<file path="src/rtl/core/bpg_pkg.sv">
package bpg_pkg;

  // Default depth of the moving-average window.
  localparam int WINDOW_DEF = 10;

  localparam int PCT_W   = 7;
  localparam int VOLT_W  = 13;
  localparam int GEAR_W  = 3;
  localparam int LEVEL_W = 2;
  localparam int TICK_W  = 8;
  localparam int CFG_IDX_W = 2;

  // Register indexes on the configuration port.
  localparam logic [CFG_IDX_W-1:0] REG_JUMP_LIMIT    = 2'd0;
  localparam logic [CFG_IDX_W-1:0] REG_JUMP_TICKS    = 2'd1;
  localparam logic [CFG_IDX_W-1:0] REG_RECHECK_TICKS = 2'd2;

  localparam logic [PCT_W-1:0]  JUMP_LIMIT_RST    = 7'd25;
  localparam logic [TICK_W-1:0] JUMP_TICKS_RST    = 8'd10;
  localparam logic [TICK_W-1:0] RECHECK_TICKS_RST = 8'd20;

  // Reset contents of window cells, display and gear, and the percent ceiling.
  localparam logic [PCT_W-1:0] WIN_RESET   = 7'd11;
  localparam logic [PCT_W-1:0] PCT_MAX     = 7'd100;
  localparam logic [GEAR_W-1:0] GEAR_RESET = 3'd1;

  // Voltage curve breakpoints in mV.
  localparam logic [VOLT_W-1:0] DIS_LO  = 13'd2600;
  localparam logic [VOLT_W-1:0] DIS_MID = 13'd3000;
  localparam logic [VOLT_W-1:0] CHG_LO  = 13'd2800;
  localparam logic [VOLT_W-1:0] CHG_MID = 13'd3300;

  // Percent at the middle breakpoint of each curve.
  localparam logic [PCT_W-1:0] DIS_MID_PCT = 7'd30;
  localparam logic [PCT_W-1:0] CHG_MID_PCT = 7'd45;

  // Each segment slope/span is a fixed-point factor; the voltage offset into a
  // segment is capped at 511 mV, which keeps the truncated quotient exact.
  localparam int RAW_SHIFT = 20;
  localparam int RAW_MUL_W = 18;
  localparam int DV_W      = 9;
  localparam logic [RAW_MUL_W-1:0] K_DIS_LO = RAW_MUL_W'(((30 << RAW_SHIFT) + 399) / 400);
  localparam logic [RAW_MUL_W-1:0] K_DIS_HI = RAW_MUL_W'(((70 << RAW_SHIFT) + 339) / 340);
  localparam logic [RAW_MUL_W-1:0] K_CHG_LO = RAW_MUL_W'(((45 << RAW_SHIFT) + 499) / 500);
  localparam logic [RAW_MUL_W-1:0] K_CHG_HI = RAW_MUL_W'(((55 << RAW_SHIFT) + 299) / 300);

  // Gear thresholds, entry 0 in the low bits.
  localparam int GEARS = 6;
  localparam logic [GEARS-1:0][PCT_W-1:0] GEAR_DIS_TAB =
    {7'd101, 7'd80, 7'd60, 7'd40, 7'd20, 7'd10};
  localparam logic [GEARS-1:0][PCT_W-1:0] GEAR_CHG_TAB =
    {7'd101, 7'd80, 7'd60, 7'd40, 7'd20, 7'd0};

  typedef struct packed {
    logic              func;
    logic [VOLT_W-1:0] voltage_mv;
    logic              charging;
  } in_t;

  typedef struct packed {
    logic [PCT_W-1:0]   percent;
    logic [GEAR_W-1:0]  gear;
    logic               report_valid;
    logic [LEVEL_W-1:0] report_level;
    logic               recheck_active;
  } out_t;

  // Window control from the tracker.
  typedef struct packed {
    logic shift;
    logic reload;
  } win_ctl_t;

endpackage

</file>
<file path="src/rtl/core/bpg_cell.sv">
module bpg_cell (
  input  logic                      clk,
  input  logic                      rst,
  input  logic                      shift,
  input  logic                      reload,
  input  logic [bpg_pkg::PCT_W-1:0] load_val,
  input  logic [bpg_pkg::PCT_W-1:0] shift_in,
  output logic [bpg_pkg::PCT_W-1:0] value
);

  always_ff @(posedge clk) begin
    if (rst) begin
      value <= bpg_pkg::WIN_RESET;
    end else if (reload) begin
      value <= load_val;
    end else if (shift) begin
      value <= shift_in;
    end
  end

endmodule

</file>
<file path="src/rtl/core/bpg_window.sv">
module bpg_window #(
  parameter int WINDOW = bpg_pkg::WINDOW_DEF
) (
  input  logic                      clk,
  input  logic                      rst,
  input  bpg_pkg::win_ctl_t         ctl,
  input  logic [bpg_pkg::PCT_W-1:0] raw,
  input  logic [bpg_pkg::PCT_W-1:0] held,
  output logic [bpg_pkg::PCT_W-1:0] avg
);

  localparam int SUM_W     = $clog2(100 * WINDOW + 1);
  localparam int AVG_SHIFT = 16;
  localparam int RECIP_W   = 17;
  localparam int PROD_W    = SUM_W + RECIP_W;
  localparam logic [RECIP_W-1:0] RECIP = RECIP_W'(((1 << AVG_SHIFT) + WINDOW - 1) / WINDOW);
  localparam logic [SUM_W-1:0] SUM_RESET = SUM_W'(WINDOW * 11);

  logic [bpg_pkg::PCT_W-1:0] cells [WINDOW];
  logic [SUM_W-1:0]          sum;
  logic [SUM_W-1:0]          sum_next;
  logic [PROD_W-1:0]         prod;

  // Cell 0 holds the oldest sample; the newest enters at the far end.
  for (genvar i = 0; i < WINDOW; i++) begin : g_cell
    if (i == WINDOW - 1) begin : g_last
      bpg_cell u_cell (
        .clk      (clk),
        .rst      (rst),
        .shift    (ctl.shift),
        .reload   (ctl.reload),
        .load_val (held),
        .shift_in (raw),
        .value    (cells[i])
      );
    end else begin : g_mid
      bpg_cell u_cell (
        .clk      (clk),
        .rst      (rst),
        .shift    (ctl.shift),
        .reload   (ctl.reload),
        .load_val (held),
        .shift_in (cells[i+1]),
        .value    (cells[i])
      );
    end
  end

  always_comb begin
    if (ctl.reload) begin
      sum_next = SUM_W'(held) * SUM_W'(WINDOW);
    end else begin
      sum_next = sum - SUM_W'(cells[0]) + SUM_W'(raw);
    end
    // Division by the window depth as a reciprocal multiply; exact over the
    // whole range of the sum.
    prod = PROD_W'(sum_next) * PROD_W'(RECIP);
    avg  = prod[AVG_SHIFT +: bpg_pkg::PCT_W];
  end

  always_ff @(posedge clk) begin
    if (rst) begin
      sum <= SUM_RESET;
    end else if (ctl.shift || ctl.reload) begin
      sum <= sum_next;
    end
  end

endmodule

</file>
<file path="src/rtl/core/bpg_curve.sv">
module bpg_curve (
  input  logic [bpg_pkg::VOLT_W-1:0] voltage_mv,
  input  logic                       charging,
  output logic [bpg_pkg::PCT_W-1:0]  raw
);

  logic                                         zero;
  logic [bpg_pkg::VOLT_W-1:0]                   base;
  logic [bpg_pkg::RAW_MUL_W-1:0]                mult;
  logic [bpg_pkg::PCT_W-1:0]                    offset;
  logic [bpg_pkg::VOLT_W-1:0]                   dv_full;
  logic [bpg_pkg::DV_W-1:0]                     dv;
  logic [bpg_pkg::DV_W+bpg_pkg::RAW_MUL_W-1:0]  prod;
  logic [bpg_pkg::PCT_W:0]                      pct;

  always_comb begin
    zero   = 1'b0;
    base   = bpg_pkg::DIS_MID;
    mult   = bpg_pkg::K_DIS_HI;
    offset = bpg_pkg::DIS_MID_PCT;
    if (voltage_mv == '0) begin
      zero = 1'b1;
    end else if (!charging) begin
      if (voltage_mv < bpg_pkg::DIS_MID) begin
        zero   = (voltage_mv <= bpg_pkg::DIS_LO);
        base   = bpg_pkg::DIS_LO;
        mult   = bpg_pkg::K_DIS_LO;
        offset = '0;
      end
    end else begin
      base   = bpg_pkg::CHG_MID;
      mult   = bpg_pkg::K_CHG_HI;
      offset = bpg_pkg::CHG_MID_PCT;
      if (voltage_mv < bpg_pkg::CHG_MID) begin
        zero   = (voltage_mv <= bpg_pkg::CHG_LO);
        base   = bpg_pkg::CHG_LO;
        mult   = bpg_pkg::K_CHG_LO;
        offset = '0;
      end
    end

    // Offsets past 511 mV clamp to 100 percent either way.
    dv_full = voltage_mv - base;
    dv      = (dv_full > 13'd511) ? '1 : dv_full[bpg_pkg::DV_W-1:0];
    prod    = (bpg_pkg::DV_W + bpg_pkg::RAW_MUL_W)'(dv) *
              (bpg_pkg::DV_W + bpg_pkg::RAW_MUL_W)'(mult);
    pct     = (bpg_pkg::PCT_W+1)'(offset) +
              (bpg_pkg::PCT_W+1)'(prod[bpg_pkg::RAW_SHIFT +: bpg_pkg::PCT_W]);

    if (zero) begin
      raw = '0;
    end else if (pct > (bpg_pkg::PCT_W+1)'(bpg_pkg::PCT_MAX)) begin
      raw = bpg_pkg::PCT_MAX;
    end else begin
      raw = pct[bpg_pkg::PCT_W-1:0];
    end
  end

endmodule

</file>
<file path="src/rtl/core/battery_percent_gauge.sv">
// Battery percentage gauge.
// Input channel (in_valid/in_ready/in_data): one beat per sample. With func 0
// the beat carries a voltage in mV and the charge flag; the voltage is turned
// into a raw percentage, pushed through a row of window cells with a running
// sum, and the average drives a ratcheted display, a recheck mode and a gear.
// With func 1 the beat is a discharge-entry reload: the held value is copied
// into the display and into every window cell.
// Output channel (out_valid/out_ready/out_data): exactly one beat per input
// beat, in order, with percent, gear, report flag and level, and recheck flag.
// Configuration channel (cfg_valid/cfg_ready/cfg_index/cfg_data): always
// ready; index 0 jump_limit, 1 jump_ticks, 2 recheck_ticks, others ignored.
// Write it only while no sample is in flight.
// From input beat to output beat there is one register stage for the voltage
// curve, then the window and tracking update that writes the output register.
// Throughput is one beat per cycle while the receiver keeps up, set by the
// loop through the running sum, the average multiply and the ratchet compare.
// When the receiver stalls, the output register holds its beat and the whole
// pipe freezes; in_ready drops only while a full output register is not taken.
// Synchronous reset restores the window to 11 in every cell, display 11, gear
// 1, and the register defaults; no clearing pass is needed.
module battery_percent_gauge #(
  parameter int WINDOW = bpg_pkg::WINDOW_DEF
) (
  input  logic                          clk,
  input  logic                          rst,
  input  logic                          in_valid,
  output logic                          in_ready,
  input  bpg_pkg::in_t                  in_data,
  output logic                          out_valid,
  input  logic                          out_ready,
  output bpg_pkg::out_t                 out_data,
  input  logic                          cfg_valid,
  output logic                          cfg_ready,
  input  logic [bpg_pkg::CFG_IDX_W-1:0] cfg_index,
  input  logic [bpg_pkg::TICK_W-1:0]    cfg_data
);

  // Configuration registers.
  logic [bpg_pkg::PCT_W-1:0]  jump_limit;
  logic [bpg_pkg::TICK_W-1:0] jump_ticks;
  logic [bpg_pkg::TICK_W-1:0] recheck_ticks;

  // Curve stage.
  logic                      s1_valid;
  logic                      s1_func;
  logic                      s1_chg;
  logic [bpg_pkg::PCT_W-1:0] s1_raw;
  logic [bpg_pkg::PCT_W-1:0] raw;

  // Tracking state.
  logic [bpg_pkg::PCT_W-1:0]  held;
  logic [bpg_pkg::PCT_W-1:0]  shown;
  logic [bpg_pkg::GEAR_W-1:0] gear_now;
  logic [bpg_pkg::GEAR_W-1:0] gear_rep;
  logic                       fall_only;
  logic                       recheck;
  logic [bpg_pkg::TICK_W-1:0] jump_timer;

  logic [bpg_pkg::PCT_W-1:0]  held_next;
  logic [bpg_pkg::PCT_W-1:0]  shown_next;
  logic [bpg_pkg::GEAR_W-1:0] gear_now_next;
  logic                       fall_only_next;
  logic                       recheck_next;
  logic [bpg_pkg::TICK_W-1:0] jump_timer_next;
  logic                       rep;
  bpg_pkg::out_t              result;

  logic                       adv;
  logic                       step;
  bpg_pkg::win_ctl_t          win_ctl;
  logic [bpg_pkg::PCT_W-1:0]  avg;

  // The pipe moves whenever the output register is free or being emptied.
  assign adv       = !out_valid || out_ready;
  assign in_ready  = adv;
  assign cfg_ready = 1'b1;
  assign step      = adv && s1_valid;

  assign win_ctl.shift  = step && !s1_func;
  assign win_ctl.reload = step && s1_func;

  bpg_curve u_curve (
    .voltage_mv (in_data.voltage_mv),
    .charging   (in_data.charging),
    .raw        (raw)
  );

  bpg_window #(
    .WINDOW (WINDOW)
  ) u_window (
    .clk  (clk),
    .rst  (rst),
    .ctl  (win_ctl),
    .raw  (s1_raw),
    .held (held),
    .avg  (avg)
  );

  always_comb begin
    logic [bpg_pkg::PCT_W-1:0]            cur;
    logic [bpg_pkg::TICK_W:0]             tick;
    logic [bpg_pkg::GEARS-1:0][bpg_pkg::PCT_W-1:0] tab;
    logic                                 found;

    held_next       = held;
    shown_next      = shown;
    gear_now_next   = gear_now;
    fall_only_next  = fall_only;
    recheck_next    = recheck;
    jump_timer_next = jump_timer;
    rep             = 1'b0;
    cur             = avg;
    tick            = {1'b0, jump_timer} + 9'd1;
    tab             = s1_chg ? bpg_pkg::GEAR_CHG_TAB : bpg_pkg::GEAR_DIS_TAB;
    found           = 1'b0;

    if (s1_func) begin
      shown_next     = held;
      fall_only_next = 1'b1;
    end else begin
      // Ratchet: fall only while discharging, rise only while charging.
      if (!s1_chg) begin
        if (held > avg) begin
          fall_only_next = 1'b0;
          held_next      = avg;
          if (avg == '0) begin
            cur = 7'd1;
          end
          shown_next = cur;
        end
      end else if (held < avg) begin
        held_next  = avg;
        shown_next = avg;
      end

      // Recheck mode follows the average; sustained upward jumps enter it.
      if (recheck) begin
        if (tick > {1'b0, recheck_ticks}) begin
          recheck_next    = 1'b0;
          jump_timer_next = '0;
        end else begin
          jump_timer_next = tick[bpg_pkg::TICK_W-1:0];
        end
        held_next  = cur;
        shown_next = cur;
      end else if (!s1_chg && !fall_only_next && cur > held_next &&
                   (cur - held_next) >= jump_limit) begin
        if (tick > {1'b0, jump_ticks}) begin
          jump_timer_next = '0;
          recheck_next    = 1'b1;
        end else begin
          jump_timer_next = tick[bpg_pkg::TICK_W-1:0];
        end
      end else begin
        jump_timer_next = '0;
      end

      // First threshold above the display picks the gear.
      for (int i = 0; i < bpg_pkg::GEARS; i++) begin
        if (!found && shown_next < tab[i]) begin
          gear_now_next = bpg_pkg::GEAR_W'(i);
          found         = 1'b1;
        end
      end

      rep = (gear_rep != gear_now_next);
    end

    result.percent        = shown_next;
    result.gear           = gear_now_next;
    result.report_valid   = rep;
    result.report_level   = rep ? gear_now_next[bpg_pkg::GEAR_W-1:1] : '0;
    result.recheck_active = recheck_next;
  end

  always_ff @(posedge clk) begin
    if (rst) begin
      jump_limit    <= bpg_pkg::JUMP_LIMIT_RST;
      jump_ticks    <= bpg_pkg::JUMP_TICKS_RST;
      recheck_ticks <= bpg_pkg::RECHECK_TICKS_RST;
    end else if (cfg_valid && cfg_ready) begin
      case (cfg_index)
        bpg_pkg::REG_JUMP_LIMIT:    jump_limit    <= cfg_data[bpg_pkg::PCT_W-1:0];
        bpg_pkg::REG_JUMP_TICKS:    jump_ticks    <= cfg_data;
        bpg_pkg::REG_RECHECK_TICKS: recheck_ticks <= cfg_data;
        default: ;
      endcase
    end
  end

  always_ff @(posedge clk) begin
    if (rst) begin
      s1_valid <= 1'b0;
    end else if (adv) begin
      s1_valid <= in_valid;
    end
  end

  always_ff @(posedge clk) begin
    if (adv) begin
      s1_func <= in_data.func;
      s1_chg  <= in_data.charging;
      s1_raw  <= raw;
    end
  end

  always_ff @(posedge clk) begin
    if (rst) begin
      held       <= '0;
      shown      <= bpg_pkg::WIN_RESET;
      gear_now   <= bpg_pkg::GEAR_RESET;
      gear_rep   <= '0;
      fall_only  <= 1'b0;
      recheck    <= 1'b0;
      jump_timer <= '0;
    end else if (step) begin
      held       <= held_next;
      shown      <= shown_next;
      gear_now   <= gear_now_next;
      fall_only  <= fall_only_next;
      recheck    <= recheck_next;
      jump_timer <= jump_timer_next;
      if (rep) begin
        gear_rep <= gear_now_next;
      end
    end
  end

  always_ff @(posedge clk) begin
    if (rst) begin
      out_valid <= 1'b0;
    end else if (adv) begin
      out_valid <= s1_valid;
    end
  end

  always_ff @(posedge clk) begin
    if (step) begin
      out_data <= result;
    end
  end

endmodule

</file>
<file path="config.mk">
export PLATFORM = sky130hd
export DESIGN_NAME = battery_percent_gauge
export DESIGN_NICKNAME = d
export VERILOG_FILES = /design/src/rtl/core/bpg_pkg.sv /design/src/rtl/core/bpg_cell.sv /design/src/rtl/core/bpg_window.sv /design/src/rtl/core/bpg_curve.sv /design/src/rtl/core/battery_percent_gauge.sv
export SDC_FILE = /design/constraint.sdc
export NUM_CORES = 1
export LEC_CHECK = 0
export BUFFER_PORTS_ARGS = -buffer_cell sky130_fd_sc_hd__clkbuf_2
export CAP_MARGIN = 10
export CORE_AREA = 2 2 243 245
export CTS_BUF_LIST = sky130_fd_sc_hd__clkbuf_16
export DETAILED_ROUTE_END_ITERATION = 16
export DIE_AREA = 0 0 245 247
export GPL_TIMING_DRIVEN = 0
export PLACE_DENSITY = 0.44
export SYNTH_ARGS = -nofsm -noshare
export SYNTH_HDL_FRONTEND = slang
export SYNTH_HIERARCHICAL = 1
export SYNTH_SLANG_ARGS = --single-unit
</file>
<file path="constraint.sdc">
create_clock -name clk -period 33.1 [get_ports clk]
set_input_delay 6.62 -clock clk [delete_from_list [all_inputs] [get_ports clk]]
set_output_delay 6.62 -clock clk [all_outputs]
set_load 0.02 [all_outputs]
</file>
# Word level (Yosys, flattened, before mapping)
# Index checks and enable logic that the tools add are counted.
word_totals:
  regBits: 158
  output_inout_bits: 17
op_classes:
  n_addsub: 6
  mul: 3
  n_lt_le_gt_ge: 18
  eq_ne: 3
  n_mux: 87
  n_bitwise: 1
  reduce_logical: 32
ops:
  columns: ["cell", "count"]
  rows:
  - ["$mux W7", 38]
  - ["$mux W18", 4]
  - ["$mux W8", 4]
  - ["$mul A9 B18 Y27", 1]
  - ["$le A13 B12 Y1 const B", 2]
  - ["$lt A13 B12 Y1 const B", 2]
  - ["$mux W13", 2]
  - ["$mux W1", 24]
  - ["$mux W3", 8]
  - ["$mul A10 B12 Y22 const B", 1]
  - ["$gt A9 B8 Y1", 2]
  - ["$mux W9", 2]
  - ["$gt A7 B7 Y1", 2]
  - ["$lt A7 B6 Y1 const B", 2]
  - ["$lt A7 B7 Y1 const B", 2]
  - ["$gt A13 B9 Y1 const B", 1]
  - ["$logic_not A13 Y1", 1]
  - ["$sub A13 B13 Y13", 1]
  - ["$logic_and A1 B1 Y1", 11]
  - ["$mux W11", 1]
  - ["$add A10 B7 Y10", 1]
  - ["$mux W10", 1]
  - ["$reduce_and A2 Y1", 5]
  - ["$sub A10 B7 Y10", 1]
  - ["other kinds (22)", 31]

# Longest topological paths before layout
# Gate-level depths: netlist (run 1).
depth:
  word_depth: 39
  depth_mapped: 54
  depth_no_buf: 50

# By module
# The synthesis (run 1) kept the hierarchy.
by_module_without_submodules:
  columns: ["module", "n_inst", "cells_each", "area_each_um2"]
  rows:
  - ["bpg_curve", 1, 697, 5582.9]
  - ["battery_percent_gauge", 1, 580, 4913.5]
  - ["bpg_window", 1, 402, 3395.8]
  - ["bpg_cell", 10, 32, 326.6]

# Least setup slack after synthesis (run 1)
# Ideal clock, no wire load.
synth_timing:
  kind: "in2reg"
  start: "input out_ready"
  end: "register jump_timer[2] (netlist name)"
  t_arrival_ps: 18541
  required_ps: 33026
  setup_slack_ps: 14485
  path_stages: 49
  n_path_buf: 7
  cell_sequence: "nand2b_1 -> nand2_1 -> inv_1 -> clkbuf_1 -> nand2_1 -> inv_1 -> clkbuf_1 -> clkbuf_1 -> o21ai_0 -> ha_1 -> inv_1 -> fa_1 -> fa_1 -> inv_1 -> fa_1 -> inv_1 -> fa_1 -> inv_1 -> [... 13 more ...] -> o21ai_0 -> o21ai_1 -> clkbuf_1 -> mux2i_1 -> ha_1 -> nand2b_1 -> a31oi_1 -> o31ai_1 -> maj3_1 -> mux2i_1 -> xor2_1 -> ha_1 -> nand3_1 -> a211oi_1 -> a22o_1 -> buf_2 -> nand4b_1 -> a31oi_1"
synth_rtl:
  columns: ["element", "line_no", "source"]
  rows:
  - ["start, declared", "battery_percent_gauge.sv:30", "input logic out_ready,"]
  - ["end signal, assigned", "battery_percent_gauge.sv:222", "jump_timer <= jump_timer_next;"]
  - ["end, declared", "battery_percent_gauge.sv:57", "logic [bpg_pkg::TICK_W-1:0] jump_timer;"]

==> impl_metrics.py, run 1 <==
metrics = {
    "critical_path": {
        "cpMostUsedCell": "inv_1",
        "cp_num_buf_inv": 17,
        "r2r-start": "out_valid",
        "crit_start": "out_ready",
        "rr_worst_depth": 51,
        "r2r-end": "jump_timer[2]",
        "cp_slowest_stage_delay_ns": 0.65,
        "worstSetupPathType": "primary input to flip-flop",
        "path_max_fanout": 50,
        "path_depth": 52,
        "critPathCaptureType": "flip-flop",
        "crit_path_end": "jump_timer[2]",
        "slowest_stage": "nand2b_1",
        "arrival_ns": 20.86,
        "crit_family": "buffers and inverters",
        "rrSetupSlack_ns": 18.59,
        "required_ns": 33.46,
        "crit_path_start_kind": "primary input",
    },
    "synthesis": {
        "synthArstFlopShare_pct": 0,
        "yosys.cell_types.count": 98,
        "synthesis.area_sq_um": 17200,
        "netlist_instances": 1999,
        "yosysTopAreaCell": "fa_1",
        "synth_fp_nets": 2350,
        "synth_top_area_share_pct": 17.0,
        "synth_edf_count": 23,
        "synth_top_family_by_area": "adder cells",
        "yosys.area_share.simple_pct": 15.6,
        "synth_compound_area_share_pct": 15.8,
        "ys_dominant_reg_cell": "dfxtp_1",
        "synthTopCellsByArea": "fa_1, dfxtp_1, ha_1, inv_1, mux2i_1",
        "syn_avg_cell_area_sq_um": 8.58,
        "synthXorXnorAreaFrac_pct": 2.58,
        "yosysWarnings": 6,
        "synth.yosys.seq_area_share_pct": 19.8,
        "muxShareOfSynthArea_pct": 6.55,
        "yosys.area_share.adder_pct": 29.9,
        "ys_ff_latch": 158,
    },
    "cells_and_area": {
        "nets": 2413,
        "antennaDiodeCount": 0,
        "drive_gt1_share_pct": 7.61,
        "final_common_cell": "inv_1",
        "area_growth_syn_to_layout_pct": 10.5,
        "final_cell_mix": "inv_1, ha_1, nor2_1, fa_1",
        "final_cell_count_no_fill": 2848,
    },
    "sta": {
        "post-route-period-util_pct": 61.9,
        "setup_violations": 0,
        "hold_viol": 0,
        "max_slew_margin_pct": 29.5,
        "skew_ns": 0.0131,
        "final-max-slew-violation-count": 0,
        "timing.fmax_mhz": 48.8,
        "worst_pin_slew_ns": 1.05,
        "fin_tns_setup_ns": 0,
        "fin_crit_ns": 20.50,
        "grt_setup_unrepaired": "no",
    },
    "routing": {
        "routed_via_density": 4.91,
        "wire_per_inst_um": 17.0,
        "drt_pre_antenna_iters": 5,
        "first_iter_violations": 763,
        "finalWirelength_um": 48500,
        "ant_nets": 0,
        "vias": 13986,
        "drc": 0,
    },
    "placement": {
        "post-dp-hpwl_um": 39200,
        "port_buffers": 42,
        "place.gp.congestion": 0.885,
        "dp.cells": 2816,
    },
    "floorplan": {
        "placementRows": 89,
        "dieHeight_um": 247,
        "start_util_pct": 29.5,
        "core_sq_um": 58200,
        "die_x_um": 245,
        "io_pins": 47,
        "dieArea_sq_um": 60500,
    },
    "hold_path": {
        "min_from": "s1_valid",
        "hold_class": "flip-flop to flip-flop",
    },
    "outcome": {
        "outcome": "complete, no violations",
    },
    "global_route": {
        "grtUsageTotal_pct": 16.3,
        "antenna_found_initial": 0,
        "grt_pass1_wl_um": 77900,
        "grt_max_degree": 51,
        "grt_overflow": 0,
        "grt_pass1_vias": 14277,
    },
    "clock_tree": {
        "clk_latency_ns": 0.43,
        "cts_buffer_depth": 2,
        "clk_pin_slew_worst_paths_ns": 0.06,
        "cts_setup_buffers": 0,
        "clock_sinks": 158,
        "cts_tree": "yes",
        "clockRootBuffer": "clkbuf_16",
        "cts_hold_buffers": 0,
        "cts_resized": 0,
        "htreeDepth": 4,
        "cts_buffers": 17,
    },
    "flow_run": {
        "max_cap_violations": 0,
    },
}
[cell usage after synthesis, types with 6 or more instances]
| cell type | number |
|---|---|
| ha_1 | 175 |
| o21bai_1 | 6 |
| nand2b_1 | 15 |
| buf_2 | 14 |
| o31ai_1 | 8 |
| o21a_1 | 16 |
| buf_6 | 13 |
| nand2_1 | 135 |
| fa_1 | 146 |
| a21o_1 | 23 |
| buf_4 | 9 |
| mux2i_1 | 104 |
| o21ai_1 | 7 |
| a31oi_1 | 14 |
| xnor2_1 | 32 |
| nor2_1 | 167 |
| nor3b_1 | 32 |
| and3_1 | 11 |
| edfxtp_1 | 23 |
| nand3b_1 | 7 |
| o21ai_0 | 77 |
| nand3_1 | 37 |
| nor3_1 | 22 |
| a211o_1 | 12 |
| nor2b_1 | 54 |
| clkbuf_1 | 49 |
| xor2_1 | 16 |
| or4_1 | 6 |
| inv_1 | 316 |
| or2_2 | 13 |
| a21oi_1 | 118 |
| a211oi_1 | 50 |
| dfxtp_1 | 135 |
| nor4_1 | 9 |
| nand4_1 | 14 |
[per-stage QoR]
stage	instance area (sq um)	hold WS [ns]	setup slack (ns)	utilization, %
after global routing	19000	0.494	11.32	32.6
after detailed placement	18400	0.464	12.08	31.6
after global placement	18300	0.459	10.65	31.5
final	19000	0.471	12.60	32.6
after CTS	19000	0.472	12.50	32.6
after floorplan	17200	0.438	14.48	-
[layer usage]
layer	share of wire, %	up-vias	global-route usage [%]
met4	2.2	0	4.36
met3	2.7	55	1.64
li1	-	6883	-
met2	49	246	28.4
met5	0	-	0
met1	46	6802	21.5
[layout make-up]
type                       count  area, sq um
sequential                   158         3390
buffer                        89          484
fill                        6184        39300
tap                          773          967
clock inverter                15          155
inverter                     317         1190
multi-input combinational   1435        12100
timing repair buffer          44          258
clock buffer                  17          425
[tightest hold or removal path: stages, from the launching register on]
cell and delay [ns]:
dfxtp_1 0.32, inv_1 0.05, a21oi_1 0.05
[state kept, by name (all words and copies together) (netlist names), 8 cells and up]
| register | flops |
|---|---|
| recheck_ticks | 8 |
| u_window/sum | 10 |
| u_window/g_cell.g_mid.u_cell/value | 63 |
| out_data | 14 |
| jump_timer | 8 |
| jump_ticks | 8 |
[worst min path at each step]
stage | endpoint | slack, ns | cells after the start
2_1_floorplan | out_valid | 0.44 | 2
6_report | out_valid | 0.47 | 2
5_1_grt | out_valid | 0.49 | 2
3_3_place_gp | fall_only | 0.46 | 2
4_1_cts | out_valid | 0.47 | 2
3_5_place_dp | out_valid | 0.46 | 2
[cells by family after synthesis]
logic type,count (synthesis)
mux,111
compound gates,406
buf+inv,406
other cells,1
flops,158
fa+ha+maj,323
simple gates,545
xor+xnor,49
Power of run 1 is not shown: default switching activity piles up to over one toggle a cycle in this logic, so the estimate is an artifact.
==> run 2: changes to the inputs <==
--- a/config.mk
+++ b/config.mk
@@ -5,14 +5,15 @@
 export SDC_FILE = /design/constraint.sdc
 export NUM_CORES = 1
 export LEC_CHECK = 0
+export ABC_AREA = 1
 export BUFFER_PORTS_ARGS = -buffer_cell sky130_fd_sc_hd__clkbuf_2
 export CAP_MARGIN = 10
-export CORE_AREA = 2 2 243 245
+export CORE_AREA = 2 2 245 247
 export CTS_BUF_LIST = sky130_fd_sc_hd__clkbuf_16
 export DETAILED_ROUTE_END_ITERATION = 16
-export DIE_AREA = 0 0 245 247
+export DIE_AREA = 0 0 247 249
 export GPL_TIMING_DRIVEN = 0
-export PLACE_DENSITY = 0.44
+export PLACE_DENSITY = 0.46
 export SYNTH_ARGS = -nofsm -noshare
 export SYNTH_HDL_FRONTEND = slang
 export SYNTH_HIERARCHICAL = 1
==> constraint.sdc (replaced) <==
create_clock -name clk -period 17.94 [get_ports clk]
set_input_delay 3.588 -clock clk [delete_from_list [all_inputs] [get_ports clk]]
set_output_delay 3.588 -clock clk [all_outputs]
set_load 0.02 [all_outputs]
==> impl_metrics.py, run 2 <==
metrics = {
    "outcome": {
        "outcome": "complete, no violations",
    },
    "cells_and_area": {
        "nFillCells": 6372,
        "drive_gt1_share_pct": 8.58,
        "area_growth_syn_to_layout_pct": 10.3,
        "reg_top3": "u_window/g_cell.g_mid.u_cell/value (63), out_data (14), u_window/sum (10)",
        "nets": 2878,
        "final_cell_mix": "nand2_1, inv_1, nand3_1, ha_1, a21oi_1",
        "final_common_cell": "nand2_1",
        "antennaDiodeCount": 0,
        "largest-register": "u_window/g_cell.g_mid.u_cell/value",
        "final_area_sq_um": 19400,
        "largest_register_ffs": 63,
        "seq_area_sq_um": 3390,
        "multi_input_area_sq_um": 11700,
    },
    "sta": {
        "grt_setup_unrepaired": "no",
        "worst_pin_slew_ns": 1.21,
        "post-route-period-util_pct": 76.3,
        "setup_ws_ns": 4.26,
        "setup_violations": 0,
        "hold_viol": 0,
        "fin_tns_setup_ns": 0,
        "max_slew_margin_pct": 19.6,
        "skew_ns": 0.00935,
        "timing.fmax_mhz": 73.1,
        "fin_crit_ns": 13.68,
        "final-max-slew-violation-count": 0,
    },
    "floorplan": {
        "core_sq_um": 58700,
        "start_util_pct": 29.9,
        "dieArea_sq_um": 61500,
        "dieHeight_um": 249,
        "io_pins": 47,
        "placementRows": 89,
        "die_x_um": 247,
    },
    "synthesis": {
        "synth.yosys.seq_area_share_pct": 19.3,
        "ys_ff_latch": 158,
        "syn_avg_cell_area_sq_um": 7.14,
        "yosys.area_share.adder_pct": 29.1,
        "synthMostInstantiatedCell": "nand2_1",
        "yosys.area_share.simple_pct": 26.0,
        "synthesis.area_sq_um": 17600,
        "synth_compound_area_share_pct": 10.0,
        "ys_dominant_reg_cell": "dfxtp_1",
        "synth_top_area_share_pct": 16.6,
        "yosysWarnings": 6,
        "synth_fp_nets": 2812,
        "muxShareOfSynthArea_pct": 0,
        "synth_commonest_cells": "nand2_1, inv_1, nand3_1",
        "netlist_instances": 2461,
        "synthXorXnorAreaFrac_pct": 1.45,
        "synthArstFlopShare_pct": 0,
        "synthTopCellsByArea": "fa_1, dfxtp_1, nand2_1, ha_1, inv_1",
        "yosys.cell_types.count": 61,
        "synth_edf_count": 23,
        "yosysTopAreaCell": "fa_1",
        "synth_top_family_by_area": "adder cells",
    },
    "critical_path": {
        "crit_start": "in_data[9]",
        "r2r-end": "jump_timer[5]",
        "cp_slowest_stage_delay_ns": 0.75,
        "path_max_fanout": 13,
        "crit_path_start_kind": "primary input",
        "crit_family": "adder cells",
        "arrival_ns": 13.90,
        "critPathCaptureType": "flip-flop",
        "r2r-start": "s1_func",
        "required_ns": 18.15,
        "path_depth": 50,
        "rrSetupSlack_ns": 7.19,
        "cp_num_buf_inv": 15,
        "rr_worst_depth": 58,
        "cpMostUsedCell": "inv_1",
        "worstSetupPathType": "primary input to flip-flop",
        "slowest_stage": "clkbuf_1",
    },
    "placement": {
        "place.gp.congestion": 0.875,
        "post-dp-hpwl_um": 39300,
        "port_buffers": 44,
        "place_area_sq_um": 18800,
        "dpl_worst_slack_ns": 3.81,
    },
    "routing": {
        "drt_pre_antenna_iters": 5,
        "wire_per_inst_um": 14.8,
        "drc": 0,
        "finalWirelength_um": 48900,
        "routed_via_density": 4.61,
        "vias": 15259,
        "ant_nets": 0,
        "first_iter_violations": 798,
    },
    "global_route": {
        "grt_overflow": 0,
        "grtUsageTotal_pct": 16.4,
        "grt_pass1_vias": 15296,
        "antenna_found_initial": 0,
        "grt-busiest-layer": "met2",
        "use_met1_pct": 23.9,
        "grt_pass1_wl_um": 80800,
        "grt_util_met3_pct": 1.82,
        "grt_max_degree": 64,
        "grt_use_met2_pct": 26.0,
    },
    "hold_path": {
        "min_from": "jump_limit[6]",
        "hold_end": "jump_limit[6]",
        "hold_class": "flip-flop to flip-flop",
        "hold_depth": 2,
    },
    "clock_tree": {
        "cts_hold_buffers": 0,
        "clock_sinks": 158,
        "cts_resized": 0,
        "cts_tree": "yes",
        "cts_buffer_depth": 2,
        "cts_buffers": 17,
        "cts_setup_buffers": 0,
        "clk_latency_ns": 0.45,
        "clk_pin_slew_worst_paths_ns": 0.07,
        "htreeDepth": 4,
        "clockRootBuffer": "clkbuf_16",
    },
    "flow_run": {
        "max_cap_violations": 0,
    },
}
[run 2: changes by cell type in the layout (fill, tap and decap cells not counted), moves of 45 or more]
cell,delta
nand3_1,+155
a211oi_1,-45
nand2_1,+467
nor2b_1,-54
nor2_1,-81
mux2i_1,-104
inv_1,+217
[run 2: final cells by class]
type	instances	share of cell area, %
Clock buffer	17	2.20
Timing Repair Buffer	47	1.48
Tap cell	773	4.99
Inverter	567	11.0
Multi-Input combinational cell	1679	60.4
Sequential cell	158	17.5
Buffer	57	1.81
Clock inverter	15	0.633
[run 2: worst max path at each step]
| stage | end | slack (ns) |
|---|---|---|
| detailed placement | s1_raw[2] | 3.81 |
| floorplan | jump_timer[6] | 4.42 |
| finish | s1_raw[2] | 4.26 |
| global route | s1_raw[2] | 3.26 |
| global placement | jump_timer[7] | 1.93 |
| CTS | s1_raw[2] | 4.26 |
[run 2: cells by family after synthesis]
| kind of cell | count (synthesis) |
|---|---|
| AOI/OAI and AO/OA | 311 |
| xor gates and xnor gates | 29 |
| adders and majority gates | 321 |
| buffers and inverters | 624 |
| DFF | 158 |
| other | 1 |
| and+or+nand+nor | 1017 |
[run 2: worst min-delay path, delay by kind of cell (launching register included)]
| family | cells | cell delay [ns] |
|---|---|---|
| buf+inv | 1 | 0.06 |
| compound gates | 1 | 0.05 |
| flops | 1 | 0.30 |
[run 2: metal layers]
metal	vias up	share of wire, %
met4	0	1.4
met1	7148	51
met3	42	3.5
li1	7804	-
met2	265	44
met5	-	0
[run 2: through the flow]
stage	hold WS [ns]	utilization [%]	std cells
global route	0.489	33.0	3313
global placement	0.445	31.9	3278
finish	0.459	33.0	3313
detailed placement	0.451	32.1	3281
floorplan	0.429	-	2461
CTS	0.464	33.0	3313
Power of run 2 is left out for the same reason.
